$ cat src/sv/lpg_pkg.sv
// Shared constants for the line pixel generator.
package lpg_pkg;

   // Extra bits of the Bresenham error term beyond the coordinate width.
   // The term stays within (-2*dy, 2*dx), so two bits of headroom are enough.
   localparam int ERR_GUARD_BITS = 2;

   // Depth of the command queue between the front and back parts.
   localparam int QUEUE_DEPTH = 2;

endpackage

$ cat src/sv/lpg_front.sv
// Front part: takes line commands and derives deltas, directions and the start error.
module lpg_front #(
   parameter int COORD_BITS = 6,
   localparam int ERR_W = COORD_BITS + lpg_pkg::ERR_GUARD_BITS,
   localparam int CMD_W = 6 * COORD_BITS + 4 + ERR_W
) (
   input  logic                  req_valid,
   output logic                  req_ready,
   input  logic [COORD_BITS-1:0] req_start_x,
   input  logic [COORD_BITS-1:0] req_start_y,
   input  logic [COORD_BITS-1:0] req_end_x,
   input  logic [COORD_BITS-1:0] req_end_y,
   input  logic                  req_ink,
   output logic                  cmd_valid,
   input  logic                  cmd_ready,
   output logic [CMD_W-1:0]      cmd_data
);
   import lpg_pkg::*;

   logic [COORD_BITS-1:0] delta_x;
   logic [COORD_BITS-1:0] delta_y;
   logic                  step_x_up;
   logic                  step_y_up;
   logic                  zero_len;
   logic [ERR_W-1:0]      err_start;

   // The front does not store anything; the queue behind it takes the beat.
   assign req_ready = cmd_ready;
   assign cmd_valid = req_valid;

   // Absolute deltas and step directions along each axis.
   always_comb begin
      if (req_end_x > req_start_x) begin
         delta_x = req_end_x - req_start_x;
      end else begin
         delta_x = req_start_x - req_end_x;
      end
      if (req_end_y > req_start_y) begin
         delta_y = req_end_y - req_start_y;
      end else begin
         delta_y = req_start_y - req_end_y;
      end
      step_x_up = req_start_x < req_end_x;
      step_y_up = req_start_y < req_end_y;
      zero_len  = (req_start_x == req_end_x) && (req_start_y == req_end_y);
      err_start = {{ERR_GUARD_BITS{1'b0}}, delta_x} - {{ERR_GUARD_BITS{1'b0}}, delta_y};
   end

   // Command layout, low to high: start, end, deltas, error, directions, flags.
   assign cmd_data = {req_ink, zero_len, step_x_up, step_y_up, err_start,
                      delta_y, delta_x, req_end_y, req_end_x, req_start_y, req_start_x};

endmodule

$ cat src/sv/lpg_queue.sv
// Small first-in first-out queue of command words between the front and back parts.
module lpg_queue #(
   parameter int WIDTH = 8,
   parameter int DEPTH = 2,
   localparam int PTR_W = (DEPTH > 1) ? $clog2(DEPTH) : 1,
   localparam int CNT_W = $clog2(DEPTH + 1)
) (
   input  logic             clock,
   input  logic             reset,
   input  logic             in_valid,
   output logic             in_ready,
   input  logic [WIDTH-1:0] in_data,
   output logic             out_valid,
   input  logic             out_ready,
   output logic [WIDTH-1:0] out_data
);
   import lpg_pkg::*;

   logic [WIDTH-1:0] store_ff [DEPTH];
   logic [PTR_W-1:0] wr_ptr_ff, wr_ptr_in;
   logic [PTR_W-1:0] rd_ptr_ff, rd_ptr_in;
   logic [CNT_W-1:0] count_ff, count_in;
   logic             push;
   logic             pop;

   assign in_ready  = count_ff != CNT_W'(DEPTH);
   assign out_valid = count_ff != '0;
   assign out_data  = store_ff[rd_ptr_ff];
   assign push      = in_valid && in_ready;
   assign pop       = out_valid && out_ready;

   // Pointer and fill count update; pointers wrap at the depth.
   always_comb begin
      wr_ptr_in = wr_ptr_ff;
      rd_ptr_in = rd_ptr_ff;
      count_in  = count_ff;
      if (push) begin
         wr_ptr_in = (wr_ptr_ff == PTR_W'(DEPTH - 1)) ? '0 : wr_ptr_ff + 1'b1;
      end
      if (pop) begin
         rd_ptr_in = (rd_ptr_ff == PTR_W'(DEPTH - 1)) ? '0 : rd_ptr_ff + 1'b1;
      end
      if (push && !pop) begin
         count_in = count_ff + 1'b1;
      end else if (pop && !push) begin
         count_in = count_ff - 1'b1;
      end
   end

   always_ff @(posedge clock) begin
      if (reset) begin
         wr_ptr_ff <= '0;
         rd_ptr_ff <= '0;
         count_ff  <= '0;
      end else begin
         wr_ptr_ff <= wr_ptr_in;
         rd_ptr_ff <= rd_ptr_in;
         count_ff  <= count_in;
      end
   end

   // Entry storage needs no reset.
   always_ff @(posedge clock) begin
      if (push) begin
         store_ff[wr_ptr_ff] <= in_data;
      end
   end

endmodule

$ cat src/sv/lpg_back.sv
// Back part: walks one queued line command and emits its pixel writes, one beat per cycle while rsp_ready is high.
module lpg_back #(
   parameter int COORD_BITS = 6,
   localparam int ERR_W = COORD_BITS + lpg_pkg::ERR_GUARD_BITS,
   localparam int CMD_W = 6 * COORD_BITS + 4 + ERR_W
) (
   input  logic                  clock,
   input  logic                  reset,
   input  logic                  cmd_valid,
   output logic                  cmd_ready,
   input  logic [CMD_W-1:0]      cmd_data,
   output logic                  rsp_valid,
   input  logic                  rsp_ready,
   output logic [COORD_BITS-1:0] rsp_pixel_x,
   output logic [COORD_BITS-1:0] rsp_pixel_y,
   output logic                  rsp_pixel_value,
   output logic                  rsp_last
);
   import lpg_pkg::*;

   localparam int CB  = COORD_BITS;
   localparam int E2W = ERR_W + 1;

   localparam logic [1:0] ST_IDLE = 2'd0;
   localparam logic [1:0] ST_END  = 2'd1;
   localparam logic [1:0] ST_WALK = 2'd2;

   logic [1:0]    state_ff, state_in;
   logic [CB-1:0] x_ff, x_in, y_ff, y_in;
   logic [CB-1:0] ex_ff, ex_in, ey_ff, ey_in;
   logic [CB-1:0] dx_ff, dx_in, dy_ff, dy_in;
   logic          step_x_ff, step_x_in, step_y_ff, step_y_in;
   logic          ink_ff, ink_in, zero_ff, zero_in;
   logic [ERR_W-1:0] err_ff, err_in;

   logic          rsp_valid_ff, rsp_valid_in;
   logic [CB-1:0] px_ff, px_in, py_ff, py_in;
   logic          pv_ff, pv_in, plast_ff, plast_in;

   logic                  load;
   logic                  out_free;
   logic                  walk_fire;
   logic signed [E2W-1:0] err_w;
   logic signed [E2W-1:0] e2;
   logic signed [E2W-1:0] dx_w;
   logic signed [E2W-1:0] dy_w;
   logic signed [E2W-1:0] err_sum;
   logic                  move_x;
   logic                  move_y;
   logic [CB-1:0]         x_next;
   logic [CB-1:0]         y_next;
   logic                  walk_last;

   assign cmd_ready = state_ff == ST_IDLE;
   assign load      = cmd_valid && cmd_ready;
   assign out_free  = !rsp_valid_ff || rsp_ready;
   assign walk_fire = (state_ff == ST_WALK) && out_free;

   // One Bresenham step from the current pixel.
   always_comb begin
      err_w  = {err_ff[ERR_W-1], err_ff};
      e2     = {err_ff, 1'b0};
      dx_w   = {{(E2W - CB){1'b0}}, dx_ff};
      dy_w   = {{(E2W - CB){1'b0}}, dy_ff};
      move_x = e2 > -dy_w;
      move_y = e2 < dx_w;
      err_sum = err_w - (move_x ? dy_w : '0) + (move_y ? dx_w : '0);
      x_next = x_ff;
      y_next = y_ff;
      if (move_x) begin
         x_next = step_x_ff ? x_ff + 1'b1 : x_ff - 1'b1;
      end
      if (move_y) begin
         y_next = step_y_ff ? y_ff + 1'b1 : y_ff - 1'b1;
      end
      walk_last = (x_next == ex_ff) && (y_next == ey_ff);
   end

   // Sequencer: load a command, emit the end point, then walk from the start unless the line has zero length.
   always_comb begin
      state_in     = state_ff;
      x_in         = x_ff;
      y_in         = y_ff;
      ex_in        = ex_ff;
      ey_in        = ey_ff;
      dx_in        = dx_ff;
      dy_in        = dy_ff;
      step_x_in    = step_x_ff;
      step_y_in    = step_y_ff;
      ink_in       = ink_ff;
      zero_in      = zero_ff;
      err_in       = err_ff;
      rsp_valid_in = rsp_valid_ff && !rsp_ready;
      px_in        = px_ff;
      py_in        = py_ff;
      pv_in        = pv_ff;
      plast_in     = plast_ff;
      case (state_ff)
         ST_IDLE: begin
            if (load) begin
               x_in      = cmd_data[0 +: CB];
               y_in      = cmd_data[CB +: CB];
               ex_in     = cmd_data[2*CB +: CB];
               ey_in     = cmd_data[3*CB +: CB];
               dx_in     = cmd_data[4*CB +: CB];
               dy_in     = cmd_data[5*CB +: CB];
               err_in    = cmd_data[6*CB +: ERR_W];
               step_y_in = cmd_data[6*CB + ERR_W];
               step_x_in = cmd_data[6*CB + ERR_W + 1];
               zero_in   = cmd_data[6*CB + ERR_W + 2];
               ink_in    = cmd_data[6*CB + ERR_W + 3];
               state_in  = ST_END;
            end
         end
         ST_END: begin
            if (out_free) begin
               rsp_valid_in = 1'b1;
               px_in        = ex_ff;
               py_in        = ey_ff;
               pv_in        = ink_ff;
               plast_in     = zero_ff;
               state_in     = zero_ff ? ST_IDLE : ST_WALK;
            end
         end
         ST_WALK: begin
            if (out_free) begin
               rsp_valid_in = 1'b1;
               px_in        = x_ff;
               py_in        = y_ff;
               pv_in        = ink_ff;
               plast_in     = walk_last;
               x_in         = x_next;
               y_in         = y_next;
               err_in       = err_sum[ERR_W-1:0];
               if (walk_last) begin
                  state_in = ST_IDLE;
               end
            end
         end
         default: begin
            state_in = ST_IDLE;
         end
      endcase
   end

   // Control state with reset.
   always_ff @(posedge clock) begin
      if (reset) begin
         state_ff     <= ST_IDLE;
         rsp_valid_ff <= 1'b0;
      end else begin
         state_ff     <= state_in;
         rsp_valid_ff <= rsp_valid_in;
      end
   end

   // Walk registers and the output beat register.
   always_ff @(posedge clock) begin
      x_ff      <= x_in;
      y_ff      <= y_in;
      ex_ff     <= ex_in;
      ey_ff     <= ey_in;
      dx_ff     <= dx_in;
      dy_ff     <= dy_in;
      step_x_ff <= step_x_in;
      step_y_ff <= step_y_in;
      ink_ff    <= ink_in;
      zero_ff   <= zero_in;
      err_ff    <= err_in;
      px_ff     <= px_in;
      py_ff     <= py_in;
      pv_ff     <= pv_in;
      plast_ff  <= plast_in;
   end

   assign rsp_valid       = rsp_valid_ff;
   assign rsp_pixel_x     = px_ff;
   assign rsp_pixel_y     = py_ff;
   assign rsp_pixel_value = pv_ff;
   assign rsp_last        = plast_ff;

`ifndef SYNTHESIS
   // While walking, the current pixel is never the end point itself.
   a_walk_not_at_end: assert property (@(posedge clock) disable iff (reset)
      (state_ff == ST_WALK) |-> !((x_ff == ex_ff) && (y_ff == ey_ff)))
      else $error("walk reached the end point without finishing");

   // The error term stays inside its proven range.
   a_err_range: assert property (@(posedge clock) disable iff (reset)
      (state_ff == ST_WALK) |-> ((err_w >= -(dy_w + dy_w)) && (err_w <= (dx_w + dx_w))))
      else $error("error term out of range");

   // The final walk beat returns the sequencer to idle.
   a_last_to_idle: assert property (@(posedge clock) disable iff (reset)
      (walk_fire && walk_last) |=> (state_ff == ST_IDLE))
      else $error("sequencer did not return to idle after the last beat");
`endif

endmodule

$ cat src/sv/line_pixel_generator_core.sv
// Top level of the line pixel generator: front, command queue and walking back end.
//
// Each accepted line command produces max(|dx|, |dy|) + 1 pixel write beats: first the
// end point, then the Bresenham walk from the start point up to the pixel next to the
// end point; the final beat carries rsp_last. A zero-length line yields one beat. The
// back end emits one beat per cycle while rsp_ready is high and goes back to idle to
// load the next command once a line is done. A two-entry command queue lets req_ready
// stay high while the back end is busy with an earlier line, until the queue is full.
module line_pixel_generator_core #(
   parameter int COORD_BITS = 6
) (
   input  logic                  clock,
   input  logic                  reset,
   input  logic                  req_valid,
   output logic                  req_ready,
   input  logic [COORD_BITS-1:0] req_start_x,
   input  logic [COORD_BITS-1:0] req_start_y,
   input  logic [COORD_BITS-1:0] req_end_x,
   input  logic [COORD_BITS-1:0] req_end_y,
   input  logic                  req_ink,
   output logic                  rsp_valid,
   input  logic                  rsp_ready,
   output logic [COORD_BITS-1:0] rsp_pixel_x,
   output logic [COORD_BITS-1:0] rsp_pixel_y,
   output logic                  rsp_pixel_value,
   output logic                  rsp_last
);
   import lpg_pkg::*;

   localparam int ERR_W = COORD_BITS + ERR_GUARD_BITS;
   localparam int CMD_W = 6 * COORD_BITS + 4 + ERR_W;

   logic             front_valid;
   logic             front_ready;
   logic [CMD_W-1:0] front_data;
   logic             back_valid;
   logic             back_ready;
   logic [CMD_W-1:0] back_data;

   // Command classification.
   lpg_front #(
      .COORD_BITS(COORD_BITS)
   ) u_front (
      .req_valid   (req_valid),
      .req_ready   (req_ready),
      .req_start_x (req_start_x),
      .req_start_y (req_start_y),
      .req_end_x   (req_end_x),
      .req_end_y   (req_end_y),
      .req_ink     (req_ink),
      .cmd_valid   (front_valid),
      .cmd_ready   (front_ready),
      .cmd_data    (front_data)
   );

   // Queue decoupling the front from the walking back end.
   lpg_queue #(
      .WIDTH(CMD_W),
      .DEPTH(QUEUE_DEPTH)
   ) u_queue (
      .clock     (clock),
      .reset     (reset),
      .in_valid  (front_valid),
      .in_ready  (front_ready),
      .in_data   (front_data),
      .out_valid (back_valid),
      .out_ready (back_ready),
      .out_data  (back_data)
   );

   // Pixel walk and output beat register.
   lpg_back #(
      .COORD_BITS(COORD_BITS)
   ) u_back (
      .clock           (clock),
      .reset           (reset),
      .cmd_valid       (back_valid),
      .cmd_ready       (back_ready),
      .cmd_data        (back_data),
      .rsp_valid       (rsp_valid),
      .rsp_ready       (rsp_ready),
      .rsp_pixel_x     (rsp_pixel_x),
      .rsp_pixel_y     (rsp_pixel_y),
      .rsp_pixel_value (rsp_pixel_value),
      .rsp_last        (rsp_last)
   );

endmodule

$ cat config.mk
export PLATFORM = sky130hd
export DESIGN_NAME = line_pixel_generator_core
export DESIGN_NICKNAME = d
export VERILOG_FILES = /design/src/sv/lpg_pkg.sv /design/src/sv/lpg_front.sv /design/src/sv/lpg_queue.sv /design/src/sv/lpg_back.sv /design/src/sv/line_pixel_generator_core.sv
export SDC_FILE = /design/constraint.sdc
export NUM_CORES = 1
export LEC_CHECK = 0
export ABC_AREA = 1
export BUFFER_PORTS_ARGS = -buffer_cell sky130_fd_sc_hd__buf_2
export CORE_AREA = 10 10 144 146
export CTS_CLUSTER_DIAMETER = 200
export DETAILED_ROUTE_END_ITERATION = 8
export DIE_AREA = 0 0 154 156
export PLACE_DENSITY = 0.69
export SYNTH_ARGS = -nofsm -noshare
export SYNTH_HDL_FRONTEND = slang
export SYNTH_HIERARCHICAL = 1
export SYNTH_SLANG_ARGS = --single-unit
$ cat constraint.sdc
create_clock -name clock -period 5.6 [get_ports clock]
set_input_delay 0.28 -clock clock [delete_from_list [all_inputs] [get_ports clock]]
set_output_delay 0.28 -clock clock [all_outputs]
set_load 0.05 [all_outputs]
After elaboration in Yosys (flattened, before gate mapping). Memories as Yosys holds them, arrays and structs flattened. A register that Yosys moved wholly into a read port is not among the register bits. Index checks and enable logic that the tools add are counted. Widths: inputs -> output; s select.

Add/subtract/negate cells: 16. Multiply operators: 0. Divide/modulo/power cells: 0. Order comparisons: 6. Equal/unequal tests: 11. Shift operators: 0. Mux-type cells: 42. Bitwise operators: 0. Reductions and logical operators: 23.

Operators with widths (count): $mux 6 (16); $pmux 6 s2 (4); $eq 6x6->1 (4); $sub 6x6->6 (4); $mux 8 (2); $pmux 8 s2 (1); $mux 2 (7); $add 6x1->6 const B (2); $gt 6x6->1 (2); $lt 6x6->1 (2); $sub 6x1->6 const B (2); $mux 1 (10); $gt 9x9->1 (1); $lt 9x7->1 (1); $neg 6->9 (1); $add 8x8->8 (1); $reduce_bool 2->1 (4); $sub 8x6->8 (1); $logic_and 1x1->1 (7); $sub 6x6->7 (1); $ne 2x1->1 const B (3); $pmux 2 s3 (1); $reduce_and 3->1 (2); $logic_not 1->1 (4); other kinds (12) (15).

Register bits after elaboration: 69. Latch bits: 0. Bits in writable memories: 96. ROM bits: 0. Bits of input ports: 29. Output and inout port bits: 16. Logic and storage cells: 119. Memories kept: 1.

Memories: u_queue.store_ff (words 2, width 48, read ports 1, clocked after Yosys merged registers in 1, write ports 1, RTL line lpg_queue.sv:19) `logic [WIDTH-1:0] store_ff [DEPTH];`.

Longest topological paths before layout.
Depth after elaboration: 8. Mapped depth: 29. Depth with buffers taken out: 29.

Cells and area by module. Netlist, hierarchy kept.

Modules (own cells, without submodules): lpg_back (instances 1, cells an instance 498, area each 4276.6 um2, sequential area each 1921.8 um2); lpg_queue (instances 1, cells an instance 186, area each 3781.1 um2, sequential area each 2982.9 um2); lpg_front (instances 1, cells an instance 270, area each 1707.9 um2, sequential area each 0.0 um2).

Worst setup path before layout. OpenSTA, ideal clock, no wires.

Kind: register to register. From: reg u_back.dy_ff[0]. To: reg u_back.err_ff[7] (data pin). Setup time: 0.268 ns. Arrival: 3.751 ns. Required time: 5.332 ns. Slack: 1.581 ns. Stages on the path, launching flop included: 30. Path buffers: 0. Period minus slack after synthesis: 4.019 ns. Cell sequence: edfxtp_1 -> inv_2 -> ha_1 -> nand3_1 -> xor2_1 -> ha_1 -> nand2_1 -> inv_1 -> nand2_1 -> nand2_1 -> nand2_1 -> nand2_1 -> nand2_2 -> nand2_4 -> inv_4 -> nor2_1 -> fa_1 -> inv_1 -> ha_1 -> nand2_1 -> nand2_1 -> a21oi_1 -> o21ai_0 -> a21oi_1 -> inv_1 -> a21oi_1 -> nor2_1 -> nor2_1 -> xnor2_1 -> o21ai_0.

Longest elaborated chain between the ends: 7.

RTL lines: from (decl) (RTL line lpg_back.sv:31) `logic [CB-1:0] dx_ff, dx_in, dy_ff, dy_in;`; from (signal assigned) (RTL line lpg_back.sv:164) `dy_ff <= dy_in;`; $neg 6->9 (RTL line lpg_back.sv:65) `move_x = e2 > -dy_w;`; $gt 9x9->1 (RTL line lpg_back.sv:65); $mux 6 (*) (RTL line lpg_back.sv:67) `err_sum = err_w - (move_x ? dy_w : '0) + (move_y ? dx_w : '0);`; $sub 8x6->8 (*) (RTL line lpg_back.sv:67); $add 8x8->8 (*) (RTL line lpg_back.sv:67); $mux 8 (*) (RTL line lpg_back.sv:126) `if (out_free) begin`; $pmux 8 s2 (*) (RTL line lpg_back.sv:98) `case (state_ff)`; via u_back.err_in[7] (RTL line lpg_back.sv:34) `logic [ERR_W-1:0] err_ff, err_in;`; to (signal assigned) (RTL line lpg_back.sv:169) `err_ff <= err_in;`; to (decl) (RTL line lpg_back.sv:34).

The timed path passes the listed nets; every way through them passes the cells marked *. The select of a mux whose other input is x is not followed. A chain may end at the register's enable or synchronous reset.

Worst setup path after layout.
From: reg u_back.dy_ff[2]. To: reg u_back.err_ff[7] (data pin).

Same word-level chain as after synthesis.

==> metrics.md <==
| Metric | Value |
|---|---|
| Final hold slack | 0.03386 ns |
| Total gr overflow | 0 |
| Max stage delay cell, worst path | fa_1 |
| Clock-pin transition on the worst setup and hold timing paths | roughly 0.070 ns |
| IO Pins | 45 |
| H-tree depth | 4 |
| Data required time at the worst endpoint | around 5.8 ns |
| # Post-CTS Setup Buffers | 0 |
| Share of flip-flops with an asynchronous set or reset | 0% |
| Synth Area per Inst | 10.24 µm² |
| Antenna violations before repair | 0 |
| Residual DRC | 0 |
| Max-cap violation count | 0 |
| Fmax | 223.4 MHz |
| Slew Viols, Final | 0 |
| Clock root cell | clkbuf_16 |
| Worst slew margin | 27.60% |
| Total Wirelength | 19.35 mm |
| Net count after synthesis | approximately 1100 |
| CP peak stage delay | 0.55 ns |
| Post-layout util | 59.56% |
| Die Width | 154 µm |
| DP HPWL | 14.61 mm |
| Worst-Skew Late Latency | 0.43 ns |
| Static Leak | 4.783 nW |
| Leading area contributor after synthesis | edfxtp_1 |
| Number of synthesized flops with an enable pin | 158 |
| Antenna cells | 0 |
| Primary FF master, synth | edfxtp_1 |
| Worst Path Buf+Inv | 3 |
| First-pass GRT wire length | 30.80 mm |
| Worst EP arrival | roughly 4.6 ns |
| CTS-repair resized insts | 0 |
| # rows | 49 |
| Period utilization | 79.93% |
| Die H | roughly 160 µm |
| WL/cell | 15.88 µm |
| Layout cells sized above 1 | around 17% |
| Crit-path max FO | 9 |
| Pwr Density | roughly 640 nW/µm² |
| Pin count of the biggest net entering global routing | 49 |
| Core Area | 17840 µm² |
| Top delay family on crit path | simple AND/OR/NAND/NOR gates |
| Layout overhead on the synthesized area | 8.802% |
| GR Util All Layers | 16.06% |
| RSZ-0062 raised after global routing | no |
| Final Setup Violations | 0 |
| Worst Tran Pin Value | approximately 1.1 ns |
| Hold-fix buffers, CTS | 0 |
| Vias | 6300 |
| Final Hold Fails | 0 |
| Drt first pass iters | 5 |
| Final Power | 0.006800 W |
| Vias in the first global route | 6012 |
| Synth top area share | 48.58% |
| Vias per cell | 5.172 |
| Final GP Congestion | around 0.9 |
| Largest vdd supply drop | approximately 0.36 mV |
| CTS tree | done |
| Synth top area cells | edfxtp_1, ha_1, nand2_1 |
| Clock skew | approximately 0.0086 ns |
| Cell Area, Synth | 9766 µm² |
| Post-route ant nets | 0 |
| Register area share after synthesis | 50.22% |
| Status | completed |
| Placed Area | 10000 µm² |
| Initial Util | 54.74% |
| PortBufs | 44 |
| Cell area after layout | 10630 µm² |
| Initial detailed-routing violation count | slightly below 500 |
| Die Area | 24020 µm² |
| CTS Buf Count | 17 |
| Fin crit period | between 4 and 5 ns |
| Min-delay worst type | primary input to flip-flop |
| Fin nets | 1083 |
| Mapped Cells | 954 |
| Critical path type | flip-flop to flip-flop |
| Crit end category | flip-flop |
| Post-synth cell types | 39 |
| Crit start category | flip-flop |
| Warnings from Yosys | 6 |
| Clk buf depth | 2 |
| Clk sink count | roughly 170 |
| Most numerous cell on the critical path | nand2_1 |
| Setup TNS | 0 ns |
| Yosys reg bits | about 170 |
-- layout by cell type, fill, tap and decap left out, drive strengths merged, types with 13 or more instances in the layout --
| master | instances |
|---|---|
| nand2 | 210 |
| inv | 170 |
| edfxtp | 158 |
| ha | 65 |
| nand3 | 59 |
| buf | 50 |
| nor2 | 49 |
| mux2 | 48 |
| o21ai | 36 |
| a21oi | 35 |
| xor2 | 21 |
| clkbuf | 18 |
| fa | 13 |
-- synthesized netlist by cell type, types with 7 or more instances --
cell and number:
nor2_1 45, o21ai_0 30, a21oi_1 35, nand2_2 10, fa_1 13, mux2_4 20, nand3_2 7, clkbuf_1 7
nand4_1 9, mux2_2 28, inv_1 153, xnor2_1 8, ha_1 65, edfxtp_1 158, a31oi_1 10, dfxtp_1 8
nand2_1 197, buf_4 32, nand3_1 52, xor2_1 21
-- path summary, 6_finish.rpt --
kind | startpoint | to | slack [ns] | cells after the start
worst max-delay path | u_back/dy_ff[2]$_DFFE_PP_ | u_back/err_ff[7]$_DFFE_PP_ | 1.12 | 26
worst min-delay path | reset | u_back/rsp_valid$_SDFF_PP0_ | 0.03 | 2
worst max register to register | u_back/dy_ff[2]$_DFFE_PP_ | u_back/err_ff[7]$_DFFE_PP_ | 1.12 | 26
worst min register to register | u_back/ink_ff$_DFFE_PP_ | u_back/rsp_pixel_value$_DFFE_PP_ | 0.44 | 0
-- per-stage QoR --
| step | instances | worst slack (ns) |
|---|---|---|
| floorplan | 954 | 1.581 |
| finish | 1218 | 1.124 |
| global placement | 1186 | 1.303 |
| CTS | 1218 | 1.160 |
| detailed placement | 1186 | 1.193 |
| global route | 1218 | 0.7560 |
-- cell families after synthesis --
logic type / count (synthesis) / share of synthesized area [%]
AND/OR/NAND/NOR: 334 / 15.08
buffers and inverters: 209 / 9.763
flip-flops: 166 / 50.22
AO/OA/AOI/OAI: 90 / 5.035
adder cells (fa/ha/maj): 78 / 10.99
multiplexers: 48 / 6.304
XOR/XNOR: 29 / 2.601
-- sequential cells by signal, indices dropped and copies added (netlist names), 2 cells and up, named ones only --
name and flops:
u_queue/store_ff 96, u_back/err_ff 8, u_back/dx_ff 6, u_back/dy_ff 6
u_back/ex_ff 6, u_back/ey_ff 6, u_back/rsp_pixel_x 6, u_back/rsp_pixel_y 6
u_back/x_ff 6, u_back/y_ff 6, u_back/state_ff 2, u_queue/count_ff 2
-- report_power, final --
part           switching (W)  internal, W  total, W
combinational        0.00219      0.00121   0.00340
clock               0.000525     0.000692   0.00122
sequential          0.000217      0.00197   0.00219
total                0.00293      0.00387   0.00680
-- metal layers --
layer / GRT usage [%] / part of all wire, % / vias up
met2: 24.69 / 45 / 125
met1: 22.41 / 50 / 2969
met4: 5.128 / 1.2 / 0
li1: - / - / 3191
met3: 3.033 / 3.5 / 15
met5: 0 / 0 / -
-- cell type report --
type | instances | area, µm²
clock buffers | 18 | 439.2
clock inverters | 14 | 181.4
fillers | 1457 | 7216
inverters | 162 | 615.6
multi-input cells | 579 | 3931
flip-flops and latches | 166 | 4906
well taps | 229 | 286.5
repair buffers | 50 | 265.3
No activity file was read; power rests on OpenSTA's default activity.
